--- src/rtl/core/nwha_pkg.sv ---
// ----------------------------------------------------------------------------
// nwha_pkg: shared types and constants
// Register indexes, sequencer states and the CORDIC arctangent table.
// ----------------------------------------------------------------------------
package nwha_pkg;

   localparam int CordicStepsDefault = 16;
   localparam int CordicStepsMax     = 24;
   localparam int CsrIndexWidth      = 3;
   localparam int CsrDataWidth       = 16;

   localparam logic [CsrIndexWidth-1:0] REG_SWEEP_RANGE   = 3'd0;
   localparam logic [CsrIndexWidth-1:0] REG_WALL_LIMIT    = 3'd1;
   localparam logic [CsrIndexWidth-1:0] REG_HEADING_SET   = 3'd2;
   localparam logic [CsrIndexWidth-1:0] REG_ALIGN_TOL     = 3'd3;
   localparam logic [CsrIndexWidth-1:0] REG_TURN_SPEED    = 3'd4;
   localparam logic [CsrIndexWidth-1:0] REG_FORWARD_SPEED = 3'd5;
   localparam logic [CsrIndexWidth-1:0] REG_MAX_TURN      = 3'd6;
   localparam logic [CsrIndexWidth-1:0] REG_MAX_FORWARD   = 3'd7;

   // CORDIC datapath width: d*39797 < 2^32, x grows by gain ~1.65
   localparam int CordicWidth = 36;

   typedef enum logic [2:0] {
      ST_IDLE,
      ST_ROT_RUN,
      ST_LOCK,
      ST_VEC_START,
      ST_VEC_RUN,
      ST_DECIDE,
      ST_OUT
   } seq_state_type;

   typedef enum logic [0:0] {
      MODE_ROTATE,
      MODE_VECTOR
   } cordic_mode_type;

   typedef struct packed {
      logic            start;
      cordic_mode_type mode;
   } cordic_ctrl_type;

   function automatic logic [31:0] atan_entry(input logic [4:0] idx);
      logic [31:0] v;
      case (idx)
         5'd0:  v = 32'h20000000;
         5'd1:  v = 32'h12E4051E;
         5'd2:  v = 32'h09FB385B;
         5'd3:  v = 32'h051111D4;
         5'd4:  v = 32'h028B0D43;
         5'd5:  v = 32'h0145D7E1;
         5'd6:  v = 32'h00A2F61E;
         5'd7:  v = 32'h00517C55;
         5'd8:  v = 32'h0028BE53;
         5'd9:  v = 32'h00145F2F;
         5'd10: v = 32'h000A2F98;
         5'd11: v = 32'h000517CC;
         5'd12: v = 32'h00028BE6;
         5'd13: v = 32'h000145F3;
         5'd14: v = 32'h0000A2FA;
         5'd15: v = 32'h0000517D;
         5'd16: v = 32'h000028BE;
         5'd17: v = 32'h0000145F;
         5'd18: v = 32'h00000A30;
         5'd19: v = 32'h00000518;
         5'd20: v = 32'h0000028C;
         5'd21: v = 32'h00000146;
         5'd22: v = 32'h000000A3;
         5'd23: v = 32'h00000051;
         default: v = 32'h0;
      endcase
      return v;
   endfunction

endpackage

--- src/rtl/core/nwha_cordic.sv ---
// ----------------------------------------------------------------------------
// nwha_cordic: shared iterative CORDIC unit
// One micro-rotation per cycle, rotation or vectoring mode, floor shifts.
// ----------------------------------------------------------------------------
module nwha_cordic #(
   parameter int CORDIC_STEPS = nwha_pkg::CordicStepsDefault
) (
   input  logic                                  clock,
   input  logic                                  reset,
   input  nwha_pkg::cordic_ctrl_type             ctrl,
   input  logic signed [nwha_pkg::CordicWidth-1:0] x_init,
   input  logic signed [nwha_pkg::CordicWidth-1:0] y_init,
   input  logic signed [32:0]                    z_init,
   output logic                                  busy,
   output logic                                  done,
   output logic signed [nwha_pkg::CordicWidth-1:0] x_out,
   output logic signed [nwha_pkg::CordicWidth-1:0] y_out,
   output logic signed [32:0]                    z_out
);
   import nwha_pkg::*;

   localparam int Steps = (CORDIC_STEPS > CordicStepsMax) ? CordicStepsMax : CORDIC_STEPS;
   localparam logic [4:0] LastStep = 5'(Steps - 1);

   logic signed [CordicWidth-1:0] x_ff, x_in, y_ff, y_in;
   logic signed [32:0]            z_ff, z_in;
   logic [4:0]                    step_ff, step_in;
   logic                          busy_ff, busy_in, done_ff, done_in;
   cordic_mode_type               mode_ff, mode_in;

   logic                          dir_pos;
   logic signed [CordicWidth-1:0] xs, ys;
   logic signed [32:0]            at;

   always_comb begin
      xs      = x_ff >>> step_ff;
      ys      = y_ff >>> step_ff;
      at      = $signed({1'b0, atan_entry(step_ff)});
      dir_pos = (mode_ff == MODE_ROTATE) ? !z_ff[32] : !y_ff[CordicWidth-1];
      x_in    = x_ff;
      y_in    = y_ff;
      z_in    = z_ff;
      step_in = step_ff;
      busy_in = busy_ff;
      done_in = 1'b0;
      mode_in = mode_ff;
      if (ctrl.start) begin
         x_in    = x_init;
         y_in    = y_init;
         z_in    = z_init;
         step_in = '0;
         busy_in = 1'b1;
         mode_in = ctrl.mode;
      end else if (busy_ff) begin
         if (dir_pos) begin
            x_in = x_ff - ys;
            y_in = y_ff + xs;
         end else begin
            x_in = x_ff + ys;
            y_in = y_ff - xs;
         end
         if (mode_ff == MODE_VECTOR) begin
            x_in = dir_pos ? x_ff + ys : x_ff - ys;
            y_in = dir_pos ? y_ff - xs : y_ff + xs;
            z_in = dir_pos ? z_ff + at : z_ff - at;
         end else begin
            z_in = dir_pos ? z_ff - at : z_ff + at;
         end
         step_in = step_ff + 5'd1;
         if (step_ff == LastStep) begin
            busy_in = 1'b0;
            done_in = 1'b1;
         end
      end
   end

   always_ff @(posedge clock) begin
      x_ff    <= x_in;
      y_ff    <= y_in;
      z_ff    <= z_in;
      step_ff <= step_in;
      mode_ff <= mode_in;
      if (reset) begin
         busy_ff <= 1'b0;
         done_ff <= 1'b0;
      end else begin
         busy_ff <= busy_in;
         done_ff <= done_in;
      end
   end

   assign busy  = busy_ff;
   assign done  = done_ff;
   assign x_out = x_ff;
   assign y_out = y_ff;
   assign z_out = z_ff;

   a_done_after_busy: assert property (@(posedge clock) disable iff (reset)
      done |-> $past(busy)) else $error("done without busy");
   a_step_bound: assert property (@(posedge clock) disable iff (reset)
      busy |-> step_ff <= LastStep) else $error("step overrun");
   a_no_start_busy: assert property (@(posedge clock) disable iff (reset)
      done |-> !busy) else $error("done while busy");

endmodule

--- src/rtl/core/nearest_wall_heading_aligner.sv ---
// ----------------------------------------------------------------------------
// nearest_wall_heading_aligner: nearest wall lock and heading alignment
// Tracks the nearest in-window sample, locks a world target at scan end
// and steers toward it with CORDIC rotation and vectoring.
// ----------------------------------------------------------------------------
//  channel | ports                         | handshake
//  req     | req_operation .. req_pose_yaw | req_valid / req_stall
//  rsp     | rsp_forward_velocity .. held  | rsp_valid / rsp_stall
//  csr     | csr_write, csr_index, csr_data| write enable only
//
// Samples and lock clears are taken without leaving the idle state.
// A scan-end word that forms a lock runs rotation then vectoring on the one
// shared CORDIC unit; with a lock already held it runs vectoring only, and
// with no lock it runs neither before the decision.
// Reset is synchronous; the lock and nearest tracker come up cleared.
// req_stall is high while a scan-end word is in work; a result still waiting
// on rsp_stall holds the next scan-end word at its decision step.
module nearest_wall_heading_aligner #(
   parameter int CORDIC_STEPS = nwha_pkg::CordicStepsDefault
) (
   input  logic                                   clock,
   input  logic                                   reset,
   input  logic                                   req_valid,
   output logic                                   req_stall,
   input  logic                                   req_operation,
   input  logic                                   req_sample_present,
   input  logic [15:0]                            req_sample_angle,
   input  logic [15:0]                            req_sample_distance,
   input  logic                                   req_last_of_scan,
   input  logic signed [23:0]                     req_pose_x,
   input  logic signed [23:0]                     req_pose_y,
   input  logic [15:0]                            req_pose_yaw,
   output logic                                   rsp_valid,
   input  logic                                   rsp_stall,
   output logic [14:0]                            rsp_forward_velocity,
   output logic signed [15:0]                     rsp_turn_velocity,
   output logic                                   rsp_aligned,
   output logic                                   rsp_target_held,
   input  logic                                   csr_write,
   input  logic [nwha_pkg::CsrIndexWidth-1:0]     csr_index,
   input  logic [nwha_pkg::CsrDataWidth-1:0]      csr_data
);
   import nwha_pkg::*;

   localparam int W = CordicWidth;

   // configuration
   logic [15:0] sweep_ff, wall_ff;
   logic signed [15:0] hset_ff, fwd_ff;
   logic [14:0] tol_ff, turn_ff, maxturn_ff, maxfwd_ff;

   always_ff @(posedge clock) begin
      if (reset) begin
         sweep_ff   <= 16'd16384;
         wall_ff    <= 16'd512;
         hset_ff    <= 16'sd0;
         tol_ff     <= 15'd182;
         turn_ff    <= 15'd2048;
         fwd_ff     <= 16'sd410;
         maxturn_ff <= 15'd11633;
         maxfwd_ff  <= 15'd901;
      end else if (csr_write) begin
         case (csr_index)
            REG_SWEEP_RANGE:   sweep_ff   <= csr_data;
            REG_WALL_LIMIT:    wall_ff    <= csr_data;
            REG_HEADING_SET:   hset_ff    <= csr_data;
            REG_ALIGN_TOL:     tol_ff     <= csr_data[14:0];
            REG_TURN_SPEED:    turn_ff    <= csr_data[14:0];
            REG_FORWARD_SPEED: fwd_ff     <= csr_data;
            REG_MAX_TURN:      maxturn_ff <= csr_data[14:0];
            REG_MAX_FORWARD:   maxfwd_ff  <= csr_data[14:0];
            default: ;
         endcase
      end
   end

   // state
   seq_state_type state_ff, state_in;
   logic        lock_ff, lock_in, seen_ff, seen_in;
   logic signed [23:0] lockx_ff, lockx_in, locky_ff, locky_in;
   logic [15:0] brange_ff, brange_in, bbear_ff, bbear_in;
   logic signed [23:0] px_ff, px_in, py_ff, py_in;
   logic [15:0] yaw_ff, yaw_in;
   logic signed [24:0] dx_ff, dx_in, dy_ff, dy_in;
   logic [15:0] err_ff, err_in;
   logic        zero_ff, zero_in;
   logic        rv_ff, rv_in;
   logic [14:0] rfwd_ff, rfwd_in;
   logic signed [15:0] rturn_ff, rturn_in;
   logic        ral_ff, ral_in, rheld_ff, rheld_in;

   cordic_ctrl_type  cctl;
   logic signed [W-1:0] cx0, cy0, cx, cy;
   logic signed [32:0]  cz0, cz;
   logic                cbusy, cdone;

   nwha_cordic #(.CORDIC_STEPS(CORDIC_STEPS)) u_cordic (
      .clock(clock), .reset(reset), .ctrl(cctl),
      .x_init(cx0), .y_init(cy0), .z_init(cz0),
      .busy(cbusy), .done(cdone), .x_out(cx), .y_out(cy), .z_out(cz)
   );

   logic        accept;
   logic [15:0] half, ang_sum;
   logic        inwin;
   logic signed [16:0] t_raw;
   logic signed [W-1:0] mag0;
   logic signed [W-1:0] ox, oy;
   logic signed [25:0]  sx, sy;
   logic signed [15:0]  err_s;
   logic [15:0]         err_mag;
   logic signed [16:0]  turn_req;
   logic [16:0]         fwd_clip;

   assign req_stall = (state_ff != ST_IDLE);
   assign accept    = req_valid && !req_stall;
   assign half      = sweep_ff >> 1;
   assign inwin     = (req_sample_angle <= half) ||
                      ({1'b0, req_sample_angle} >= (17'h10000 - {1'b0, half}));
   assign ang_sum   = yaw_ff + bbear_ff;

   function automatic logic signed [23:0] sat24(input logic signed [25:0] v);
      logic signed [23:0] r;
      if (v > 26'sd8388607)       r = 24'sh7FFFFF;
      else if (v < -26'sd8388608) r = 24'sh800000;
      else                        r = v[23:0];
      return r;
   endfunction

   always_comb begin
      state_in = state_ff;
      lock_in = lock_ff; seen_in = seen_ff;
      lockx_in = lockx_ff; locky_in = locky_ff;
      brange_in = brange_ff; bbear_in = bbear_ff;
      px_in = px_ff; py_in = py_ff; yaw_in = yaw_ff;
      dx_in = dx_ff; dy_in = dy_ff; err_in = err_ff; zero_in = zero_ff;
      rv_in = rv_ff && rsp_stall;
      rfwd_in = rfwd_ff; rturn_in = rturn_ff; ral_in = ral_ff; rheld_in = rheld_ff;
      cctl = '{start: 1'b0, mode: MODE_ROTATE};
      cx0 = '0; cy0 = '0; cz0 = '0;
      t_raw = $signed({ang_sum[15], ang_sum});
      mag0 = W'(brange_ff) * W'(39797);
      ox = (cx + W'(32768)) >>> 16;
      oy = (cy + W'(32768)) >>> 16;
      sx = 26'(px_ff) + 26'(ox);
      sy = 26'(py_ff) + 26'(oy);
      err_s = err_ff;
      err_mag = err_s[15] ? 16'(-err_s) : err_ff;
      turn_req = '0;
      fwd_clip = '0;

      case (state_ff)
         ST_IDLE: begin
            if (accept) begin
               if (req_operation) begin
                  lock_in = 1'b0;
               end else begin
                  if (!lock_ff && req_sample_present && inwin &&
                      (!seen_ff || req_sample_distance < brange_ff)) begin
                     brange_in = req_sample_distance;
                     bbear_in  = req_sample_angle;
                     seen_in   = 1'b1;
                  end
                  if (req_last_of_scan) begin
                     px_in = req_pose_x; py_in = req_pose_y; yaw_in = req_pose_yaw;
                     state_in = ST_LOCK;
                     // go through the rotation only when a lock will form
                     if (!lock_ff && seen_in && brange_in <= wall_ff) begin
                        state_in = ST_ROT_RUN;
                     end
                  end
               end
            end
         end
         ST_ROT_RUN: begin
            if (!cbusy && !cdone) begin
               cctl = '{start: 1'b1, mode: MODE_ROTATE};
               cx0 = mag0;
               if (t_raw > 17'sd16384) begin
                  t_raw = t_raw - 17'sd32768; cx0 = -mag0;
               end else if (t_raw < -17'sd16384) begin
                  t_raw = t_raw + 17'sd32768; cx0 = -mag0;
               end
               cz0 = $signed({t_raw, 16'h0});
            end else if (cdone) begin
               lockx_in = sat24(sx);
               locky_in = sat24(sy);
               lock_in  = 1'b1;
               state_in = ST_LOCK;
            end
         end
         ST_LOCK: begin
            seen_in = 1'b0; brange_in = 16'hFFFF; bbear_in = '0;
            dx_in = 25'(lockx_ff) - 25'(px_ff);
            dy_in = 25'(locky_ff) - 25'(py_ff);
            state_in = lock_ff ? ST_VEC_START : ST_DECIDE;
         end
         ST_VEC_START: begin
            zero_in = (dx_ff == 25'sd0) && (dy_ff == 25'sd0);
            cctl = '{start: 1'b1, mode: MODE_VECTOR};
            if (dx_ff[24]) begin
               cx0 = -(W'(dx_ff) <<< 8); cy0 = -(W'(dy_ff) <<< 8);
               cz0 = 33'sh080000000;
            end else begin
               cx0 = W'(dx_ff) <<< 8; cy0 = W'(dy_ff) <<< 8;
            end
            state_in = ST_VEC_RUN;
         end
         ST_VEC_RUN: begin
            if (cdone) begin
               err_in = (zero_ff ? 16'h0 : 16'((cz + 33'sd32768) >>> 16))
                        - yaw_ff - hset_ff;
               state_in = ST_DECIDE;
            end
         end
         ST_DECIDE: begin
            // previous word still waiting: keep the result registers as they are
            if (!rv_ff) begin
               rheld_in = lock_ff;
               rfwd_in = '0; rturn_in = '0; ral_in = 1'b0;
               if (lock_ff) begin
                  if (err_mag < {1'b0, tol_ff}) begin
                     ral_in = 1'b1;
                  end else begin
                     turn_req = (err_s > 16'sd0) ? 17'(turn_ff) : -17'(turn_ff);
                     if (turn_req > $signed({2'b0, maxturn_ff}))
                        turn_req = $signed({2'b0, maxturn_ff});
                     if (turn_req < -$signed({2'b0, maxturn_ff}))
                        turn_req = -$signed({2'b0, maxturn_ff});
                     rturn_in = turn_req[15:0];
                  end
               end else begin
                  fwd_clip = fwd_ff[15] ? 17'd0 : 17'(fwd_ff);
                  if (fwd_clip > 17'(maxfwd_ff)) fwd_clip = 17'(maxfwd_ff);
                  rfwd_in = fwd_clip[14:0];
               end
               state_in = ST_OUT;
            end
         end
         ST_OUT: begin
            rv_in = 1'b1;
            state_in = ST_IDLE;
         end
         default: state_in = ST_IDLE;
      endcase
   end

   always_ff @(posedge clock) begin
      px_ff <= px_in; py_ff <= py_in; yaw_ff <= yaw_in;
      dx_ff <= dx_in; dy_ff <= dy_in; err_ff <= err_in; zero_ff <= zero_in;
      rfwd_ff <= rfwd_in; rturn_ff <= rturn_in; ral_ff <= ral_in; rheld_ff <= rheld_in;
      if (reset) begin
         state_ff <= ST_IDLE;
         lock_ff <= 1'b0; seen_ff <= 1'b0;
         lockx_ff <= '0; locky_ff <= '0;
         brange_ff <= 16'hFFFF; bbear_ff <= '0;
         rv_ff <= 1'b0;
      end else begin
         state_ff <= state_in;
         lock_ff <= lock_in; seen_ff <= seen_in;
         lockx_ff <= lockx_in; locky_ff <= locky_in;
         brange_ff <= brange_in; bbear_ff <= bbear_in;
         rv_ff <= rv_in;
      end
   end

   assign rsp_valid            = rv_ff;
   assign rsp_forward_velocity = rfwd_ff;
   assign rsp_turn_velocity    = rturn_ff;
   assign rsp_aligned          = ral_ff;
   assign rsp_target_held      = rheld_ff;

   a_no_accept_busy: assert property (@(posedge clock) disable iff (reset)
      (state_ff != ST_IDLE) |-> !accept) else $error("accept while busy");
   a_aligned_held: assert property (@(posedge clock) disable iff (reset)
      rsp_valid && rsp_aligned |-> rsp_target_held) else $error("aligned without lock");
   a_held_no_fwd: assert property (@(posedge clock) disable iff (reset)
      rsp_valid && rsp_target_held |-> rsp_forward_velocity == 15'd0)
      else $error("forward while held");

endmodule

--- config.mk ---
export PLATFORM = sky130hd
export DESIGN_NAME = nearest_wall_heading_aligner
export DESIGN_NICKNAME = d
export VERILOG_FILES = /design/src/rtl/core/nwha_pkg.sv /design/src/rtl/core/nwha_cordic.sv /design/src/rtl/core/nearest_wall_heading_aligner.sv
export SDC_FILE = /design/constraint.sdc
export NUM_CORES = 2
export LEC_CHECK = 0
export ABC_AREA = 1
export BUFFER_PORTS_ARGS = -buffer_cell sky130_fd_sc_hd__buf_2
export CELL_PAD_IN_SITES_DETAIL_PLACEMENT = 1
export CELL_PAD_IN_SITES_GLOBAL_PLACEMENT = 2
export CORE_MARGIN = 8
export CORE_UTILIZATION = 40
export CTS_BUF_LIST = sky130_fd_sc_hd__clkbuf_16
export DETAILED_ROUTE_END_ITERATION = 10
export PLACE_DENSITY_LB_ADDON = 0.08
export SYNTH_ARGS = -nofsm -noshare
export SYNTH_HDL_FRONTEND = slang
export SYNTH_SLANG_ARGS = --single-unit
--- constraint.sdc ---
create_clock -name clock -period 9.2 [get_ports clock]
set_input_delay 0.92 -clock clock [delete_from_list [all_inputs] [get_ports clock]]
set_output_delay 0.92 -clock clock [all_outputs]
set_load 0.02 [all_outputs]
After elaboration in Yosys (flattened, before gate mapping) --
Memory sizes are Yosys's and may differ from the RTL's. A register that Yosys moved wholly into a read port is not among the register bits. Cells that the tools add are included.
Storage, ports and cells: memory bits (read-only) 960, register bits after elaboration 487, memories kept 1
Operators by class: equality and inequality tests 23, reductions and logical operators 44, shift-type cells 2, add/sub/neg operators 26, mux-type cells 86, bitwise operators 5, order comparisons 15, $mul 1
Memory list:
- (no name shown) | words 32, bits a word 30, read ports 1, clocked after Yosys merged registers in 1, write ports 0, line nwha_pkg.sv:46 | case (idx)
Operators with widths (number):
- $mux 36 | 16
- $mux 33 | 6
- $mux 16 | 12
- $mux 17 | 8
- $mux 24 | 4
- $add 36x17->36 const B | 2
- $add 36x36->36 | 2
- $neg 33->36 | 2
- $pmux 36 s2 | 1
- $sshr 36x5->36 | 2
- $sub 36x36->36 | 2
- $pmux 33 s2 | 1
- $pmux 16 s2 | 2
- $add 24x20->25 | 2
- $gt 25x24->1 const B | 2
- $logic_not 25->1 | 2
- $lt 25x24->1 const B | 2
- $sub 24x24->25 | 2
- $neg 32->36 | 1
- $neg 15->17 | 2
- $add 33x33->33 | 1
- $sub 33x33->33 | 1
- $add 32x17->32 const B | 1
- $mul 16x16->32 const B | 1
- other kinds (47) | 125

Longest topological paths before layout --
depth in word-level cells 16, depth in mapped cells 41

Hierarchy --
A second synthesis with hierarchy kept.
Second synthesis, totals: cells, all modules 8781, area, all modules 57199.9 um^2
Modules (own cells, without submodules):
- nearest_wall_heading_aligner | sequential area each 9108.7 um^2, times used 1, cells an instance 4422, area each 33030.4 um^2
- nwha_cordic | sequential area each 3923.8 um^2, times used 1, cells an instance 4359, area each 24169.4 um^2

Least setup slack after synthesis --
No wires, ideal clock.
path kind in2reg, from input port req_valid, to register px_ff[0], enable pin, stages on the path 4, path slack 3.195 ns, data required time 8.635 ns, setup time 0.565 ns, data arrival time 5.441 ns, cell sequence inv_1 -> nor2_1 -> inv_1 -> nor3_1
On the way: cells in the longest elaborated chain, start to end 2
Ends and longest elaborated chain:
- start, declared | line nearest_wall_heading_aligner.sv:23 | input logic req_valid,
- $logic_and 1x1->1 | line nearest_wall_heading_aligner.sv:116 | assign accept = req_valid && !req_stall;
- $reduce_and 4->1 (no source line)
- end signal, assigned | line nearest_wall_heading_aligner.sv:249 | px_ff <= px_in; py_ff <= py_in; yaw_ff <= yaw_in;
- end, declared | line nearest_wall_heading_aligner.sv:82 | logic signed [23:0] px_ff, px_in, py_ff, py_in;
Every way passes these cells. A chain may end at the register's enable or synchronous reset.

Worst setup path in the final report --
from register brange_ff[7], to register u_cordic.x_ff[35] (netlist: u_cordic.x_out[35]) (data pin)
On the way: cells in the longest elaborated chain, start to end 7
Ends and longest elaborated chain:
- start, declared | line nearest_wall_heading_aligner.sv:81 | logic [15:0] brange_ff, brange_in, bbear_ff, bbear_in;
- start signal, assigned | line nearest_wall_heading_aligner.sv:262 | brange_ff <= brange_in; bbear_ff <= bbear_in;
- $mul 16x16->32 * | line nearest_wall_heading_aligner.sv:142 | mag0 = W'(brange_ff) * W'(39797);
- $neg 32->36 * | line nearest_wall_heading_aligner.sv:180, nearest_wall_heading_aligner.sv:182
- $mux 36 | line nearest_wall_heading_aligner.sv:181 | end else if (t_raw < -17'sd16384) begin
- $mux 36 * | line nearest_wall_heading_aligner.sv:179 | if (t_raw > 17'sd16384) begin
- $mux 36 * | line nearest_wall_heading_aligner.sv:176 | if (!cbusy && !cdone) begin
- $pmux 36 s2 * | line nearest_wall_heading_aligner.sv:152 | case (state_ff)
- $mux 36 * | line nwha_cordic.sv:47 | if (ctrl.start) begin
- named net u_cordic.x_in[35] | line nwha_cordic.sv:25 | logic signed [CordicWidth-1:0] x_ff, x_in, y_ff, y_in;
- end signal, assigned | line nwha_cordic.sv:78 | x_ff <= x_in;
- end, declared | line nwha_cordic.sv:25
Mark *: on every way through the listed nets, which the timed path passes. The rest lies on a longest branch.

==> out/results.tsv <==
stage	metric	value	unit
critical_path	worstSetupPathType	reg2reg	
place	place_ws	2526	ps
critical_path	worstPathRequired	9590	ps
critical_path	path_max_fanout	8	
synthesis	ys_ff_latch	516	
grt	grt_max_degree	115	
synthesis	synthAdderAreaFrac	0.1784	
timing	max_freq	148.1	MHz
critical_path	regToRegStartpoint	brange_ff[7]	
timing	rsz0062_at_grt	false	
drt	drt.antenna.violating_nets	0	
critical_path	crit_cells	25	
drt	routed_wl	233100	µm
die	die_y	389.9	µm
grt	antenna_found_initial	15	
drt	post_drt_wl_per_cell	22.79	µm
synthesis	synth_mux_area_frac	0.01002	
synthesis	synth_area_per_cell	6.741	µm²
synthesis	synthCells	8296	
critical_path	cp_slowest_stage_delay	560	ps
synthesis	synth_edf_count	270	
die	die_w	389.9	µm
place	port_buffers	157	
synthesis	synth_xor_area_frac	0.03070	
critical_path	worst_r2r_path_depth	25	
critical_path	cp-end-kind	flop	
clock_network	post_cts_buffers	0	
drt	routed_via_density	5.522	
clock_network	cts_resized	0	
grt	track_usage	0.2965	
synthesis	synth_compound_area_frac	0.1901	
synthesis	synth_top_family_by_area	simple AND/OR/NAND/NOR gates	
grt	grt_pass1_vias	57430	
clock_network	clockRootBuffer	clkbuf_16	
drt	via_count	56480	
timing	fin_crit_sh	0.7340	
die	start_util	0.4018	
timing	slew_violations	0	
critical_path	startpoint	brange_ff[7]	
clock_network	cts_tree	done	
timing	slew_headroom	0.2610	
critical_path	cp_common_cell	inv_1	
synthesis	synth-simple-area-share	0.2468	
outcome	status	finished, final reports clean	
place	place_area	58310	µm²
synthesis	synth_cell_types	71	
synthesis	synthesis.nets	9139	
timing	clock_skew	61.10	ps
place	dpl.hpwl	190300	µm
timing	setup_viol	0	
grt	grt_overflow	0	
clock_network	clk_latency	700	ps
synthesis	syn_area	55920	µm²
cells_and_area	drive_above_1_share	0.05211	
drt	drtIter0Drc	3806	
critical_path	r2r_slack	2450	ps
critical_path	slowest_stage	dfxtp_1	
synthesis	ys_warn_count	0	
drt	drt_pass1_iterations	6	
synthesis	synthArstFlopShare	0	
synthesis	yosys.area.top_type	edfxtp_1	
worst_hold_path	hold_path_class	in2reg	
timing	layout_setup_ws	2448	ps
die	dieArea	152000	µm²
die	num_rows	137	
die	num_io_pins	158	
timing	period_minus_slack	6752	ps
synthesis	synth_top_area_share	0.1450	
clock_network	cts_made_buffers	68	
critical_path	crit_family	adder cells	
synthesis	ys.flop_type	edfxtp_1	
critical_path	cp-start-kind	flop	
critical_path	rr_endpoint	u_cordic.x_out[35]	
critical_path	critPathArrivalTime	7150	ps
synthesis	synthTopCellsByArea	edfxtp_1, ha_1, nand2_1	
die	core_area	139200	µm²
cells_and_area	stdcell_area	60630	µm²
clock_network	cts_sinks	516	
critical_path	path_buf_inv	7	
cells_and_area	syn2layout_area_growth	8.424	%
synthesis	ys_seq_area_frac	0.2330	
clock_network	hold_buffers	0	
timing	worst_pin_slew	1108	ps
clock_network	cts_buffer_depth	3	
clock_network	path_clk_slew	60	ps
place	place_congestion	0.9580	
clock_network	cts.htree.levels	3	
drt	drc	0	
timing	setup_tns	0	ps
critical_path	endpoint	u_cordic.x_out[35]	
grt	grt_pass1_wl	352500	µm
timing	hold_viol	0	
run	max_cap_violations	0	
cells_and_area	fin_nets	9134	
-- worst min-delay path by stage --
stage | start | end | cells after the start
after floorplan | lock_ff | rsp_target_held | 0
after detailed placement | fwd_ff[10] | fwd_ff[10] | 2
final | req_pose_y[21] | py_ff[21] | 1
after global routing | req_pose_y[8] | py_ff[8] | 1
after global placement | fwd_ff[2] | fwd_ff[2] | 2
after CTS | req_pose_y[8] | py_ff[8] | 1
-- worst register-to-register path, stage by stage, from the launching register on --
cell and delay (ps):
dfxtp_1 560, inv_1 240, fa_1 520, fa_1 530, inv_1 60, fa_1 500
inv_1 50, fa_1 480, inv_1 60, fa_1 530, inv_1 50, fa_1 530
inv_1 40, ha_1 360, nand2_1 100, nand2_1 90, a21oi_1 320, nand2_1 90
nand2_1 100, nand3_1 110, nand3_1 90, nand3_1 90, xnor2_1 390, inv_1 130
o31ai_2 320, o21ai_1 120
-- cells in the mapped netlist, types with 5 or more instances --
cell type,count
a21boi_0,22
nor2_1,681
o211ai_1,55
nand3_2,11
o22ai_1,9
and3_1,5
buf_6,5
o21ai_1,37
xnor2_1,54
buf_4,7
nand2_1,1664
a21o_1,33
nand3_1,494
o21ai_0,780
buf_2,46
and2_1,6
nand3b_1,31
nor3_1,116
inv_2,22
nand4_1,93
ha_1,591
o21bai_1,41
nor2_2,12
edfxtp_1,270
o21a_1,48
a31oi_1,35
inv_1,1321
or2_2,21
mux2i_1,56
nor2_4,5
o221ai_1,17
o31ai_1,13
a21oi_1,825
nor4_1,34
clkbuf_1,177
fa_1,129
dfxtp_1,246
nand2_2,16
nor3_2,14
buf_1,36
xor2_1,142
or2_1,11
-- cell usage in the layout (no fill, tap or decap), drive strengths merged, types with 9 or more instances in the layout --
| master | Yosys | routed |
|---|---|---|
| clkbuf | 179 | 71 |
| a21oi | 826 | 826 |
| xnor2 | 54 | 54 |
| nand2 | 1682 | 1682 |
| nor3 | 131 | 131 |
| nor2 | 698 | 698 |
| nand3b | 32 | 32 |
| nand3 | 505 | 505 |
| dfxtp | 246 | 246 |
| a21o | 33 | 33 |
| o22ai | 9 | 9 |
| mux2i | 56 | 56 |
| o21ai | 821 | 821 |
| inv | 1343 | 1366 |
| o31ai | 14 | 14 |
| or2 | 35 | 35 |
| nand4 | 96 | 96 |
| a21boi | 25 | 25 |
| a31oi | 35 | 35 |
| clkinv | 4 | 24 |
| o211ai | 55 | 55 |
| ha | 591 | 591 |
| o221ai | 17 | 17 |
| buf | 94 | 198 |
| fa | 129 | 129 |
| nor4 | 37 | 37 |
| xor2 | 142 | 142 |
| o21bai | 41 | 41 |
| edfxtp | 270 | 270 |
| o21a | 48 | 48 |
-- state kept, by name, indices dropped and copies added, names as in the netlist, 24 cells and up --
register and count:
dx_ff 25, px_ff 24, py_ff 24, u_cordic.x_out 36
locky_ff 24, u_cordic.at 30, u_cordic.y_out 36, dy_ff 25
u_cordic.z_out 33, lockx_ff 24
-- final cells by class --
type / count / area [µm²]
clock inverters: 55 / 533.0
multi-input cells: 6160 / 36760
fillers: 18270 / 78550
inverters: 1347 / 5060
flip-flops and latches: 516 / 13040
clock buffers: 71 / 1777
well taps: 1876 / 2347
repair buffers: 198 / 1106
diodes: 5 / 12.51
-- cell families (layout without fill, tap and decap cells) --
| group | Yosys count | after routing |
|---|---|---|
| simple gates | 3230 | 3230 |
| compound gates | 1958 | 1958 |
| buf+inv | 1620 | 1671 |
| fa+ha+maj | 720 | 720 |
| flops | 516 | 516 |
| xor+xnor | 196 | 196 |
| mux | 56 | 56 |
| other cells | 0 | 5 |
-- stage by stage --
stage / hold WS [ps] / instances / utilization
detailed placement: 449.5 / 10100 / 0.4189
global placement: 442.7 / 10100 / 0.4189
finish: 397.8 / 10230 / 0.4356
CTS: 338.6 / 10220 / 0.4355
global route: 375.0 / 10230 / 0.4356
floorplan: 406.4 / 8296 / -
-- routing by layer --
layer	routed length [µm]	global-route usage	up-vias
met5	7	0	-
met4	7145	0.08407	2
met3	11130	0.03440	308
met2	104500	0.4840	1300
met1	110400	0.4129	27420
li1	-	-	27450
Power is not shown: default switching activity piles up to over one toggle a cycle in this logic, so the estimate is an artifact.
